### src/hdl/rar_pkg.sv
`timescale 1ns / 1ps
// ----------------------------------------------------------------------------
// rar_pkg: shared types and constants for the rational arithmetic reducer
// Operation codes, output field widths, datapath command and status words.
// ----------------------------------------------------------------------------
package rar_pkg;

  // default operand width for the top level
  localparam int OPERAND_WIDTH_DEF = 16;

  // fixed output field widths
  localparam int NUM_OUT_W = 34;
  localparam int DEN_OUT_W = 33;
  localparam int MDATA_W   = ((NUM_OUT_W + DEN_OUT_W + 7) / 8) * 8;

  // operation codes
  localparam int REQ_W = 2;
  localparam logic [REQ_W-1:0] OP_ADD = 2'd0;
  localparam logic [REQ_W-1:0] OP_SUB = 2'd1;
  localparam logic [REQ_W-1:0] OP_MUL = 2'd2;
  localparam logic [REQ_W-1:0] OP_DIV = 2'd3;

  // multiplier operand selection
  localparam logic [1:0] MS_T1   = 2'd0;  // first numerator term
  localparam logic [1:0] MS_T2   = 2'd1;  // second numerator term
  localparam logic [1:0] MS_DEN  = 2'd2;  // denominator
  localparam logic [1:0] MS_NONE = 2'd3;

  // numerator accumulator action
  localparam logic [1:0] ACC_HOLD = 2'd0;
  localparam logic [1:0] ACC_LOAD = 2'd1;
  localparam logic [1:0] ACC_COMB = 2'd2;

  // controller to datapath
  typedef struct packed {
    logic       in_load;
    logic [1:0] mul_sel;
    logic [1:0] acc_op;
    logic       den_load;
    logic       gcd_load;
    logic       gcd_step;
    logic       div_load;
    logic       div_step;
    logic       out_load;
  } rar_cmd_t;

  // datapath to controller
  typedef struct packed {
    logic trivial;   // zero numerator or zero denominator
    logic gcd_done;
  } rar_stat_t;

endpackage

### src/hdl/rar_ctrl.sv
`timescale 1ns / 1ps
// ----------------------------------------------------------------------------
// rar_ctrl: sequencer for the rational arithmetic reducer
// Steps the shared multiplier, the GCD loop and the dividers, and owns
// the stream handshakes.
// ----------------------------------------------------------------------------
module rar_ctrl import rar_pkg::*; #(
  parameter int OPERAND_WIDTH = OPERAND_WIDTH_DEF
) (
  input  logic      clk,
  input  logic      rst,
  input  logic      s_tvalid,
  output logic      s_tready,
  output logic      m_tvalid,
  input  logic      m_tready,
  input  rar_stat_t stat,
  output rar_cmd_t  cmd
);

  localparam int NW = 2 * OPERAND_WIDTH;
  localparam int CW = $clog2(NW);

  localparam logic [3:0] S_IDLE = 4'd0;
  localparam logic [3:0] S_M1   = 4'd1;
  localparam logic [3:0] S_M2   = 4'd2;
  localparam logic [3:0] S_M3   = 4'd3;
  localparam logic [3:0] S_M4   = 4'd4;
  localparam logic [3:0] S_PREP = 4'd5;
  localparam logic [3:0] S_GCD  = 4'd6;
  localparam logic [3:0] S_GSH  = 4'd7;
  localparam logic [3:0] S_DIV  = 4'd8;
  localparam logic [3:0] S_DONE = 4'd9;

  logic [3:0]    state, state_next;
  logic [CW-1:0] cnt, cnt_next;
  logic          out_valid, out_valid_next;

  assign s_tready = (state == S_IDLE);
  assign m_tvalid = out_valid;

  // next state and commands
  always_comb begin
    state_next = state;
    cnt_next   = cnt;
    cmd        = '0;
    cmd.mul_sel = MS_NONE;
    cmd.acc_op  = ACC_HOLD;
    unique case (state)
      S_IDLE: begin
        if (s_tvalid) begin
          cmd.in_load = 1'b1;
          state_next  = S_M1;
        end
      end
      S_M1: begin
        cmd.mul_sel = MS_T1;
        state_next  = S_M2;
      end
      S_M2: begin
        cmd.acc_op  = ACC_LOAD;
        cmd.mul_sel = MS_T2;
        state_next  = S_M3;
      end
      S_M3: begin
        cmd.acc_op  = ACC_COMB;
        cmd.mul_sel = MS_DEN;
        state_next  = S_M4;
      end
      S_M4: begin
        cmd.den_load = 1'b1;
        state_next   = S_PREP;
      end
      S_PREP: begin
        if (stat.trivial) begin
          state_next = S_DONE;
        end else begin
          cmd.gcd_load = 1'b1;
          state_next   = S_GCD;
        end
      end
      S_GCD: begin
        if (stat.gcd_done) begin
          state_next = S_GSH;
        end else begin
          cmd.gcd_step = 1'b1;
        end
      end
      S_GSH: begin
        cmd.div_load = 1'b1;
        cnt_next     = '0;
        state_next   = S_DIV;
      end
      S_DIV: begin
        cmd.div_step = 1'b1;
        cnt_next     = cnt + 1'b1;
        if (cnt == CW'(NW - 1)) begin
          state_next = S_DONE;
        end
      end
      S_DONE: begin
        if (!out_valid || m_tready) begin
          cmd.out_load = 1'b1;
          state_next   = S_IDLE;
        end
      end
      default: begin
        state_next = S_IDLE;
      end
    endcase
  end

  // output word valid
  always_comb begin
    out_valid_next = out_valid;
    if (cmd.out_load) begin
      out_valid_next = 1'b1;
    end else if (m_tready) begin
      out_valid_next = 1'b0;
    end
  end

  always_ff @(posedge clk) begin
    if (rst) begin
      state     <= S_IDLE;
      cnt       <= '0;
      out_valid <= 1'b0;
    end else begin
      state     <= state_next;
      cnt       <= cnt_next;
      out_valid <= out_valid_next;
    end
  end

  // the GCD loop is never stepped once one operand has reached zero
  assert property (@(posedge clk) disable iff (rst)
    cmd.gcd_step |-> !stat.gcd_done)
    else $error("gcd stepped after completion");

  // a result is never loaded over one that is still waiting
  assert property (@(posedge clk) disable iff (rst)
    cmd.out_load |-> (!out_valid || m_tready))
    else $error("pending output word overwritten");

  // division runs exactly NW steps before the result is loaded
  assert property (@(posedge clk) disable iff (rst)
    (state == S_DIV && cnt == CW'(NW - 1)) |=> state == S_DONE)
    else $error("division step count wrong");

endmodule

### src/hdl/rar_dpath.sv
`timescale 1ns / 1ps
// ----------------------------------------------------------------------------
// rar_dpath: datapath for the rational arithmetic reducer
// Shared signed multiplier, numerator accumulator, binary GCD and two
// restoring divider lanes, plus the output register.
// ----------------------------------------------------------------------------
module rar_dpath import rar_pkg::*; #(
  parameter int OPERAND_WIDTH = OPERAND_WIDTH_DEF
) (
  input  logic                       clk,
  input  logic                       rst,
  input  rar_cmd_t                   cmd,
  output rar_stat_t                  stat,
  input  logic [REQ_W-1:0]           req_type,
  input  logic signed [OPERAND_WIDTH-1:0] a_num,
  input  logic signed [OPERAND_WIDTH-1:0] a_den,
  input  logic signed [OPERAND_WIDTH-1:0] b_num,
  input  logic signed [OPERAND_WIDTH-1:0] b_den,
  output logic signed [NUM_OUT_W-1:0] res_num,
  output logic [DEN_OUT_W-1:0]       res_den,
  output logic                       zero_den_error
);

  localparam int W  = OPERAND_WIDTH;
  localparam int NW = 2 * W;                 // magnitude width
  localparam int AW = NW + 1;                // accumulator width
  localparam int KW = $clog2(NW);
  localparam int XW = (NW > NUM_OUT_W) ? NW : NUM_OUT_W;

  // captured input word
  logic [REQ_W-1:0]     op;
  logic signed [W-1:0]  an, ad, bn, bd;

  // multiplier
  logic signed [W-1:0]  mul_a, mul_b;
  logic signed [NW-1:0] mul_ax, mul_bx, prod;

  // accumulated numerator and denominator
  logic signed [AW-1:0] acc;
  logic signed [NW-1:0] den;
  logic [AW-1:0]        nabs, dabs;
  logic [NW-1:0]        nmag, dmag;
  logic                 neg;

  // gcd
  logic [NW-1:0]        gx, gy, g;
  logic [KW-1:0]        gk;

  // divider lanes
  logic [NW-1:0]        qn, qd;
  logic [NW:0]          rn, rd, rn_sh, rd_sh;
  logic                 ge_n, ge_d;

  // result
  logic [XW-1:0]        qx, nx;

  always_ff @(posedge clk) begin
    if (cmd.in_load) begin
      op <= req_type;
      an <= a_num;
      ad <= a_den;
      bn <= b_num;
      bd <= b_den;
    end
  end

  // multiplier operand selection by phase and operation
  always_comb begin
    mul_a = an;
    mul_b = bd;
    unique case (cmd.mul_sel)
      MS_T1: begin
        mul_a = an;
        mul_b = (op == OP_MUL) ? bn : bd;
      end
      MS_T2: begin
        mul_a = ad;
        mul_b = bn;
      end
      MS_DEN: begin
        mul_a = ad;
        mul_b = (op == OP_DIV) ? bn : bd;
      end
      MS_NONE: begin
        mul_a = an;
        mul_b = bd;
      end
    endcase
  end

  assign mul_ax = NW'(mul_a);
  assign mul_bx = NW'(mul_b);

  always_ff @(posedge clk) begin
    prod <= mul_ax * mul_bx;
  end

  // numerator accumulate, denominator capture
  always_ff @(posedge clk) begin
    if (cmd.acc_op == ACC_LOAD) begin
      acc <= AW'(prod);
    end else if (cmd.acc_op == ACC_COMB) begin
      unique case (op)
        OP_ADD: acc <= acc + AW'(prod);
        OP_SUB: acc <= acc - AW'(prod);
        OP_MUL: acc <= acc;
        OP_DIV: acc <= acc;
      endcase
    end
    if (cmd.den_load) begin
      den <= prod;
    end
  end

  // magnitudes and result sign
  always_comb begin
    nabs = acc[AW-1] ? (AW'(0) - acc) : acc;
    dabs = den[NW-1] ? (AW'(0) - AW'(den)) : AW'(den);
    nmag = nabs[NW-1:0];
    dmag = dabs[NW-1:0];
    neg  = acc[AW-1] ^ den[NW-1];
  end

  assign stat.trivial  = (nmag == '0) || (dmag == '0);
  assign stat.gcd_done = (gx == '0) || (gy == '0);

  // binary gcd, one step per cycle
  always_ff @(posedge clk) begin
    if (cmd.gcd_load) begin
      gx <= nmag;
      gy <= dmag;
      gk <= '0;
    end else if (cmd.gcd_step) begin
      if (!gx[0] && !gy[0]) begin
        gx <= gx >> 1;
        gy <= gy >> 1;
        gk <= gk + 1'b1;
      end else if (!gx[0]) begin
        gx <= gx >> 1;
      end else if (!gy[0]) begin
        gy <= gy >> 1;
      end else if (gx >= gy) begin
        gx <= (gx - gy) >> 1;
      end else begin
        gy <= (gy - gx) >> 1;
      end
    end
    if (cmd.div_load) begin
      g <= (gx | gy) << gk;
    end
  end

  // restoring divider lanes, numerator and denominator side by side
  always_comb begin
    rn_sh = {rn[NW-1:0], qn[NW-1]};
    rd_sh = {rd[NW-1:0], qd[NW-1]};
    ge_n  = (rn_sh >= {1'b0, g});
    ge_d  = (rd_sh >= {1'b0, g});
  end

  always_ff @(posedge clk) begin
    if (cmd.div_load) begin
      qn <= nmag;
      qd <= dmag;
      rn <= '0;
      rd <= '0;
    end else if (cmd.div_step) begin
      rn <= ge_n ? (rn_sh - {1'b0, g}) : rn_sh;
      rd <= ge_d ? (rd_sh - {1'b0, g}) : rd_sh;
      qn <= {qn[NW-2:0], ge_n};
      qd <= {qd[NW-2:0], ge_d};
    end
  end

  // signed reduced numerator
  always_comb begin
    qx = XW'(qn);
    nx = neg ? (XW'(0) - qx) : qx;
  end

  // output register
  always_ff @(posedge clk) begin
    if (cmd.out_load) begin
      if (dmag == '0) begin
        res_num        <= '0;
        res_den        <= '0;
        zero_den_error <= 1'b1;
      end else if (nmag == '0) begin
        res_num        <= '0;
        res_den        <= DEN_OUT_W'(1);
        zero_den_error <= 1'b0;
      end else begin
        res_num        <= nx[NUM_OUT_W-1:0];
        res_den        <= DEN_OUT_W'(XW'(qd));
        zero_den_error <= 1'b0;
      end
    end
  end

  // the divisor is never zero once loaded
  assert property (@(posedge clk) disable iff (rst)
    cmd.div_load |=> g != '0)
    else $error("gcd is zero");

  // the gcd divides both magnitudes exactly
  assert property (@(posedge clk) disable iff (rst)
    (cmd.out_load && !stat.trivial) |-> (rn == '0 && rd == '0))
    else $error("reduction left a remainder");

  // the gcd loop only starts on nonzero magnitudes
  assert property (@(posedge clk) disable iff (rst)
    cmd.gcd_load |-> (nmag != '0 && dmag != '0))
    else $error("gcd started on a zero operand");

endmodule

### src/hdl/rational_arithmetic_reduce.sv
`timescale 1ns / 1ps
// Sequence: a zero numerator or zero denominator skips the binary GCD loop and the
//   dividers; otherwise the GCD loop runs until one operand reaches zero, and the
//   divider lanes then run on both magnitudes before the result is loaded.
// Flow: one item at a time; the next word is taken in the cycle after the
//   result is loaded, and a stalled output word holds the sequencer.
// Reset: synchronous, active high; clears the sequencer and output valid only.
// ----------------------------------------------------------------------------
// rational_arithmetic_reduce: exact add/sub/mul/div of two signed fractions
// Forms the cross products, then reduces to lowest terms with a positive
// denominator; flags a zero result denominator.
// ----------------------------------------------------------------------------
module rational_arithmetic_reduce import rar_pkg::*; #(
  parameter int OPERAND_WIDTH = OPERAND_WIDTH_DEF
) (
  input  logic clk,
  input  logic rst,
  // input words
  input  logic s_tvalid,
  output logic s_tready,
  // a_num, a_den, b_num, b_den from bit 0 up, zero filled to bytes
  input  logic [((4 * OPERAND_WIDTH + 7) / 8) * 8 - 1:0] s_tdata,
  // req_type
  input  logic [REQ_W-1:0] s_tuser,
  // output words
  output logic m_tvalid,
  input  logic m_tready,
  // res_num, res_den from bit 0 up, zero filled to bytes
  output logic [MDATA_W-1:0] m_tdata,
  // zero_den_error
  output logic m_tuser
);

  localparam int W = OPERAND_WIDTH;

  rar_cmd_t  cmd;
  rar_stat_t stat;

  logic signed [NUM_OUT_W-1:0] res_num;
  logic [DEN_OUT_W-1:0]        res_den;
  logic                        zero_den_error;

  // sequencer
  rar_ctrl #(
    .OPERAND_WIDTH(OPERAND_WIDTH)
  ) u_ctrl (
    .clk      (clk),
    .rst      (rst),
    .s_tvalid (s_tvalid),
    .s_tready (s_tready),
    .m_tvalid (m_tvalid),
    .m_tready (m_tready),
    .stat     (stat),
    .cmd      (cmd)
  );

  // arithmetic
  rar_dpath #(
    .OPERAND_WIDTH(OPERAND_WIDTH)
  ) u_dpath (
    .clk            (clk),
    .rst            (rst),
    .cmd            (cmd),
    .stat           (stat),
    .req_type       (s_tuser),
    .a_num          (s_tdata[W-1:0]),
    .a_den          (s_tdata[2*W-1:W]),
    .b_num          (s_tdata[3*W-1:2*W]),
    .b_den          (s_tdata[4*W-1:3*W]),
    .res_num        (res_num),
    .res_den        (res_den),
    .zero_den_error (zero_den_error)
  );

  // pack output word
  assign m_tdata = MDATA_W'({res_den, res_num});
  assign m_tuser = zero_den_error;

endmodule
### config.mk
export PLATFORM = sky130hd
export DESIGN_NAME = rational_arithmetic_reduce
export DESIGN_NICKNAME = d
export VERILOG_FILES = /design/src/hdl/rar_pkg.sv /design/src/hdl/rar_ctrl.sv /design/src/hdl/rar_dpath.sv /design/src/hdl/rational_arithmetic_reduce.sv
export SDC_FILE = /design/constraint.sdc
export NUM_CORES = 2
export LEC_CHECK = 0
export BUFFER_PORTS_ARGS = -buffer_cell sky130_fd_sc_hd__buf_2
export CAP_MARGIN = 20
export CORE_UTILIZATION = 51
export DETAILED_ROUTE_END_ITERATION = 8
export PLACE_DENSITY = 0.68
export SETUP_SLACK_MARGIN = 0.05
export SLEW_MARGIN = 20
export SYNTH_ARGS = -nofsm -noshare
export SYNTH_HDL_FRONTEND = slang
export SYNTH_SLANG_ARGS = --single-unit
### constraint.sdc
create_clock -name clk -period 12.9 [get_ports clk]
set_input_delay 0.645 -clock clk [delete_from_list [all_inputs] [get_ports clk]]
set_output_delay 0.645 -clock clk [all_outputs]
set_load 0.03 [all_outputs]
### After elaboration in Yosys (flattened, before gate mapping)

Index checks and enable logic that the tools add are counted.

| word-level totals | value |
|---|---|
| input port bits | 70 |
| word-level logic and storage cells | 154 |
| output and inout bits | 75 |
| bits in registers | 469 |

| operators by class | value |
|---|---|
| magnitude comparators | 3 |
| $add $sub $neg | 11 |
| shift-type cells | 1 |
| bitwise logic cells | 3 |
| multipliers | 1 |
| multiplexer cells | 52 |
| eq/ne operators | 26 |
| reductions and logical operators | 31 |

Operators with widths:

| kind | count |
|---|---|
| $mux W32 | 21 |
| $logic_not A32 Y1 | 4 |
| $sub A32 B32 Y32 | 4 |
| $ge A33 B32 Y1 | 2 |
| $mux W33 | 2 |
| $pmux W33 S2 | 1 |
| $pmux W16 S4 | 1 |
| $sub A1 B32 Y32 const A | 2 |
| $pmux W4 S10 | 1 |
| $add A33 B32 Y33 | 1 |
| $sub A1 B32 Y33 const A | 1 |
| $sub A33 B32 Y33 | 1 |
| $ge A32 B32 Y1 | 1 |
| $mul A16 B16 Y32 | 1 |
| $mux W16 | 2 |
| $or A32 B32 Y32 | 1 |
| $pmux W16 S2 | 1 |
| $shl A32 B5 Y32 | 1 |
| $mux W4 | 5 |
| $eq A4 B3 Y1 const B | 4 |
| $mux W1 | 15 |
| $ne A4 B4 Y1 const B | 3 |
| $add A5 B1 Y5 const B | 2 |
| $eq A2 B2 Y1 const B | 5 |
| 24 further kinds | 46 |

### Logic depth before layout (Yosys ltp)

| depth | value |
|---|---|
| word-level depth | 8 |
| mapped depth | 39 |
| mapped depth without buffers | 36 |

### Hierarchy

Synthesis repeated with hierarchy kept, for this count alone.

| unflattened totals | value |
|---|---|
| cells, all modules | 4609 |
| area total of the unflattened synthesis | 42099.1 um^2 |

By module, submodules not included:

| module | seq. area each (um^2) | times used | area an instance (um^2) | cells each |
|---|---|---|---|---|
| rar_dpath | 12742.2 | 1 | 41434.7 | 4523 |
| rar_ctrl | 200.2 | 1 | 623.1 | 80 |
| rational_arithmetic_reduce | 0.0 | 1 | 41.3 | 6 |

### Least setup slack after synthesis

No wires, ideal clock.

| timing path | value |
|---|---|
| path type | register -> register |
| from | register u_ctrl.state[3] |
| to | register u_dpath.prod[31] |
| setup time | 72 ps |
| cell stages (with the launch flop) | 32 |
| arrival | 7975 ps |
| path buffers | 5 |
| period minus slack after synthesis | 8048 ps |
| data required time | 12828 ps |
| slack | 4852 ps |
| cells stage by stage | dfxtp_1 clkbuf_1 clkbuf_1 nor3_1 ha_1 clkbuf_1 buf_1 buf_1 mux2i_1 nor2_1 fa_1 inv_1 fa_1 fa_1 fa_1 inv_1 fa_1 inv_1 fa_1 inv_1 ha_1 a21o_1 a21o_1 a21oi_1 o21ai_0 o21bai_1 a221oi_1 a21oi_1 nand4_1 nand4b_1 a21oi_1 xnor2_1 |

| between the ends | value |
|---|---|
| cells in the longest elaborated chain, start to end | 6 |
| elaborated cells between the ends (all ways) | 13 |
| classes of those cells | mul: 1; eq/ne: 6; mux: 3; reduce/logical: 3 |

RTL lines:

| element | line | source |
|---|---|---|
| start: declaration | rar_ctrl.sv:34 | `logic [3:0] state, state_next;` |
| start signal: assignment | rar_ctrl.sv:128 | `state <= state_next;` |
| $eq A4 B2 Y1 or $eq A4 B1 Y1 (tied branches) | rar_ctrl.sv:48 | `unique case (state)` |
| $pmux W2 S3 * | rar_ctrl.sv:48 |  |
| $eq A2 B2 Y1 (tied with other cells) | rar_dpath.sv:71 | `unique case (cmd.mul_sel)` |
| $reduce_or A2 Y1 (no source line) | n/a |  |
| $pmux W16 S2 | rar_dpath.sv:71 |  |
| $mul A16 B16 Y32 * | rar_dpath.sv:95 | `prod <= mul_ax * mul_bx;` |
| end signal: assignment | rar_dpath.sv:95 |  |
| end: declaration | rar_dpath.sv:36 | `logic signed [NW-1:0] mul_ax, mul_bx, prod;` |

Mark *: on every way between the ends. The rest lies on a longest branch, timed or not.
A chain may end at the register's enable or synchronous reset.

### Worst setup path after layout

| timing path | value |
|---|---|
| from | register u_ctrl.state[0] |
| to | register u_dpath.prod[28] |

The elaborated chain is that of the path after synthesis.

==> reports/results.env <==
IOS=145
WORST_R2R_STARTPOINT='u_ctrl.state[0]'
PLACEMENTROWS=103
FULL_DIE_AREA_UM2=81900
WORSTSETUPSTARTPOINTTYPE='flop'
FF2FF_PATH_DEPTH=33
INITIAL_UTILIZATION=0.519
GR-USAGE-ALL-LAYERS=0.293
CTS_SETUP_BUFFERS=0
CLOCK_TREE.BUFFER_DEPTH=3
WORST-R2R-SETUP-SLACK_NS=4.02
YS_SEQ_AREA_FRAC=0.314
SYNTH.AVG_CELL_AREA_UM2=9.18
NUMBER_OF_VIOLATIONS_OF_THE_MAX_CAPACITANCE_LIMIT=0
FINAL.PERIOD_UTILIZATION=0.689
CLK-INSERTION-DELAY-LATE_NS=0.68
SYNTH_EDF_COUNT=357
CPMAXSTAGEDELAYCELL='sky130_fd_sc_hd__a22oi_1'
PORT-BUFFER-COUNT=138
FP.DIEW_UM=286
YOSYSWARNINGCOUNT=0
PIN_COUNT_OF_THE_BIGGEST_NET_ENTERING_GLOBAL_ROUTING=122
TIMING.HOLD.WORST.START='s_tuser[1]'
HPWL_AFTER_DETAILED_PLACEMENT_UM=94900
CLOCKROOTBUFFER='sky130_fd_sc_hd__clkbuf_16'
CP.ARRIVAL_NS=9.43
DRT-VIAS-PER-INSTANCE=5.93
CRITPATHCAPTURETYPE='flop'
SYNTHFLOPTYPE='sky130_fd_sc_hd__edfxtp_1'
DRCVIOLATIONCOUNT=0
TRITONCTS.NUM_BUFFERS=55
FINALSETUPTNS_NS=0
VIA_COUNT_OF_THE_FIRST_GLOBAL_ROUTING_PASS=31597
SYN_INST=4486
TRITONCTS_NUM_SINKS=468
ROUTABILITYCONGESTION=1.02
CLOCK_TREE_FROM_TRITONCTS='built'
GLOBAL_ROUTE.OVERFLOW_TOTAL=0
SYNTH_ASYNC_SR_FLOP_SHARE=0
DRT_FIRST_ITER_VIOLATIONS=3150
DRIVE_ABOVE_1_SHARE=0.0817
FIRSTDRTPASSITERS=6
VIA_COUNT=33353
WORST_PIN_SLEW_NS=1.19
COREAREA_UM2=79400
MAXSLEWHEADROOM=0.206
UNREPAIRED_SETUP_ENDPOINTS_AFTER_GLOBAL_ROUTING='no'
WORSTREG2REGEND='u_dpath.prod[28]'
CLOCK-SKEW-FINAL_NS=0.0772
CTS.CLK_SLEW.WORST_PATHS_NS=0.06
CP-STARTPOINT='u_ctrl.state[0]'
CP_DATA_REQUIRED_TIME_NS=13.44
H-TREE-DEPTH=2
CTS_REPAIR_RESIZE_COUNT=0
YS_FF_LATCH=468
REPORT.FINAL.HOLD_VIOL_COUNT=0
POST_SYNTHESIS_CELL_AREA_UM2=41200
MIN_PERIOD_NS=8.88
FINALMAXSLEWVIOLATIONS=0
FINAL_ANTENNA_NET_COUNT=0
HOLD_PATH_CLASS='primary input to flop'
DIE_Y_UM=286
PATH_MAX_FANOUT=26
WORSTSETUPPATHTYPE='flop to flop'
CRITPATHCAPTURE='u_dpath.prod[28]'
WIRE_PER_INST_UM=21.3
SYNTH.DISTINCT_CELLS=89
TIMING.FINAL.SETUP_VIOLATIONS=0
CPMOSTUSEDCELL='sky130_fd_sc_hd__fa_1'
FINALWIRELENGTH_UM=120000
GRT_PASS1_WL_UM=186000
LAYOUT.NETS=5154
ANTENNA_FOUND_INITIAL=3
STATUS='completed'
AREA_GROWTH_PCT=8.72
POST_CTS_HOLD_BUFFER_COUNT=0
TIMING.CRITICAL_PATH.SLOWEST_CELL_DELAY_NS=0.74
FMAX_GHz=0.113
synthesized netlist by cell type, types with 12 or more instances:
library cell               instances  area share
sky130_fd_sc_hd__a211oi_1         39      0.0071
sky130_fd_sc_hd__a21o_1           57       0.010
sky130_fd_sc_hd__a21oi_1         308       0.037
sky130_fd_sc_hd__a221oi_1         44      0.0094
sky130_fd_sc_hd__a22o_1           15      0.0032
sky130_fd_sc_hd__a22oi_1          26      0.0047
sky130_fd_sc_hd__a31oi_1          18      0.0027
sky130_fd_sc_hd__and2_1           46      0.0070
sky130_fd_sc_hd__buf_2            16      0.0019
sky130_fd_sc_hd__clkbuf_1        168       0.015
sky130_fd_sc_hd__dfxtp_1         111       0.054
sky130_fd_sc_hd__edfxtp_1        357        0.26
sky130_fd_sc_hd__fa_1            267        0.13
sky130_fd_sc_hd__ha_1            284       0.086
sky130_fd_sc_hd__inv_1           481       0.044
sky130_fd_sc_hd__mux2_2           31      0.0085
sky130_fd_sc_hd__mux2i_1          81       0.020
sky130_fd_sc_hd__mux4_2           14      0.0077
sky130_fd_sc_hd__nand2_1         419       0.038
sky130_fd_sc_hd__nand2b_1         46      0.0070
sky130_fd_sc_hd__nand3_1          65      0.0079
sky130_fd_sc_hd__nand4_1          29      0.0044
sky130_fd_sc_hd__nor2_1          419       0.038
sky130_fd_sc_hd__nor2b_1          47      0.0071
sky130_fd_sc_hd__nor3_1           81      0.0098
sky130_fd_sc_hd__nor4_1           43      0.0065
sky130_fd_sc_hd__o21a_1           22      0.0040
sky130_fd_sc_hd__o21ai_0         297       0.036
sky130_fd_sc_hd__o21bai_1         36      0.0066
sky130_fd_sc_hd__o31a_1           13      0.0028
sky130_fd_sc_hd__o31ai_1          46      0.0084
sky130_fd_sc_hd__o41ai_1          15      0.0032
sky130_fd_sc_hd__or2_2            12      0.0018
sky130_fd_sc_hd__or3_1            21      0.0032
sky130_fd_sc_hd__or4_1            24      0.0044
sky130_fd_sc_hd__xnor2_1         185       0.039
sky130_fd_sc_hd__xor2_1          114       0.024
sequential cells by signal, indices dropped and copies added (netlist names), 32 cells and up:
name	count
u_dpath.res_num	33
u_dpath.rd	32
u_dpath.prod	32
u_dpath.qn	32
u_dpath.den	32
u_dpath.g	32
u_dpath.res_den	32
u_dpath.acc	33
u_dpath.gy	32
u_dpath.gx	32
u_dpath.rn	32
u_dpath.qd	32
worst min-delay path by stage:
stage	end	slack, ns	cells after the start
after floorplan	u_ctrl.cnt[3]	0.44	1
after global placement	u_ctrl.cnt[4]	0.46	2
after detailed placement	u_ctrl.cnt[4]	0.47	2
after CTS	u_dpath.ad[0]	0.13	1
after global routing	u_dpath.bd[6]	0.14	1
final	u_dpath.op[1]	0.17	1
stage by stage:
stage / util / cell area (µm²) / hold slack (ns) / setup WS (ns) / instances
after global routing: 0.564 / 44800 / 0.139 / 3.38 / 5628
after floorplan: - / 41200 / 0.439 / 4.85 / 4491
after global placement: 0.540 / 42900 / 0.462 / 4.33 / 5525
after CTS: 0.564 / 44800 / 0.134 / 4.08 / 5628
final: 0.564 / 44800 / 0.171 / 4.02 / 5629
after detailed placement: 0.540 / 42900 / 0.471 / 4.13 / 5526
logic make-up after synthesis:
kind of cell	share of synthesized area
buffers and inverters	0.0640
adder cells (fa/ha/maj)	0.216
multiplexers	0.0375
AO/OA/AOI/OAI	0.157
flip-flops	0.314
XOR/XNOR	0.0636
AND/OR/NAND/NOR	0.147
other	0.0000910
worst max-delay path: cells and delay by family, from the launching register on:
| family | cells | cell delay, ns |
|---|---|---|
| simple gates | 7 | 1.20 |
| fa+ha+maj | 8 | 3.38 |
| buf+inv | 6 | 0.88 |
| flops | 1 | 0.57 |
| compound gates | 11 | 2.62 |
| xor+xnor | 1 | 0.12 |
cell type report:
| class | count | area [µm²] |
|---|---|---|
| fill | 7150 | 34600 |
| multi-input combinational | 3335 | 25700 |
| sequential | 468 | 12900 |
| inverter | 485 | 1820 |
| clock buffer | 67 | 1470 |
| tap | 1050 | 1310 |
| timing repair buffer | 188 | 1090 |
| clock inverter | 35 | 415 |
| antenna | 1 | 2.50 |
placed cells by master (no fill, tap or decap), drive strengths merged, types with 22 or more instances in the layout:
cell type	Yosys	routed
o21bai	36	36
mux2i	81	81
xor2	114	114
mux2	37	37
nand2b	46	46
ha	284	284
xnor2	185	185
o21a	22	22
a21o	57	57
a221oi	44	44
or4	25	25
nand2	419	419
o21ai	301	301
edfxtp	357	357
nor4	44	44
o31ai	47	47
nand4	29	29
nor3	82	82
a211oi	39	39
nor2b	47	47
nand3	65	65
clkbuf	168	67
clkinv	4	25
and2	47	47
buf	35	188
a22oi	26	26
a21oi	308	308
dfxtp	111	111
fa	267	267
inv	481	485
nor2	419	419
routing by layer:
metal	wire, µm	part of all wire	global-route usage
met1	52500	0.44	0.413
met2	53300	0.44	0.458
met3	9410	0.078	0.0405
met4	4840	0.040	0.112
met5	0	0	0
Power is not shown: default switching activity piles up to over one toggle a cycle in this logic, so the estimate is an artifact.
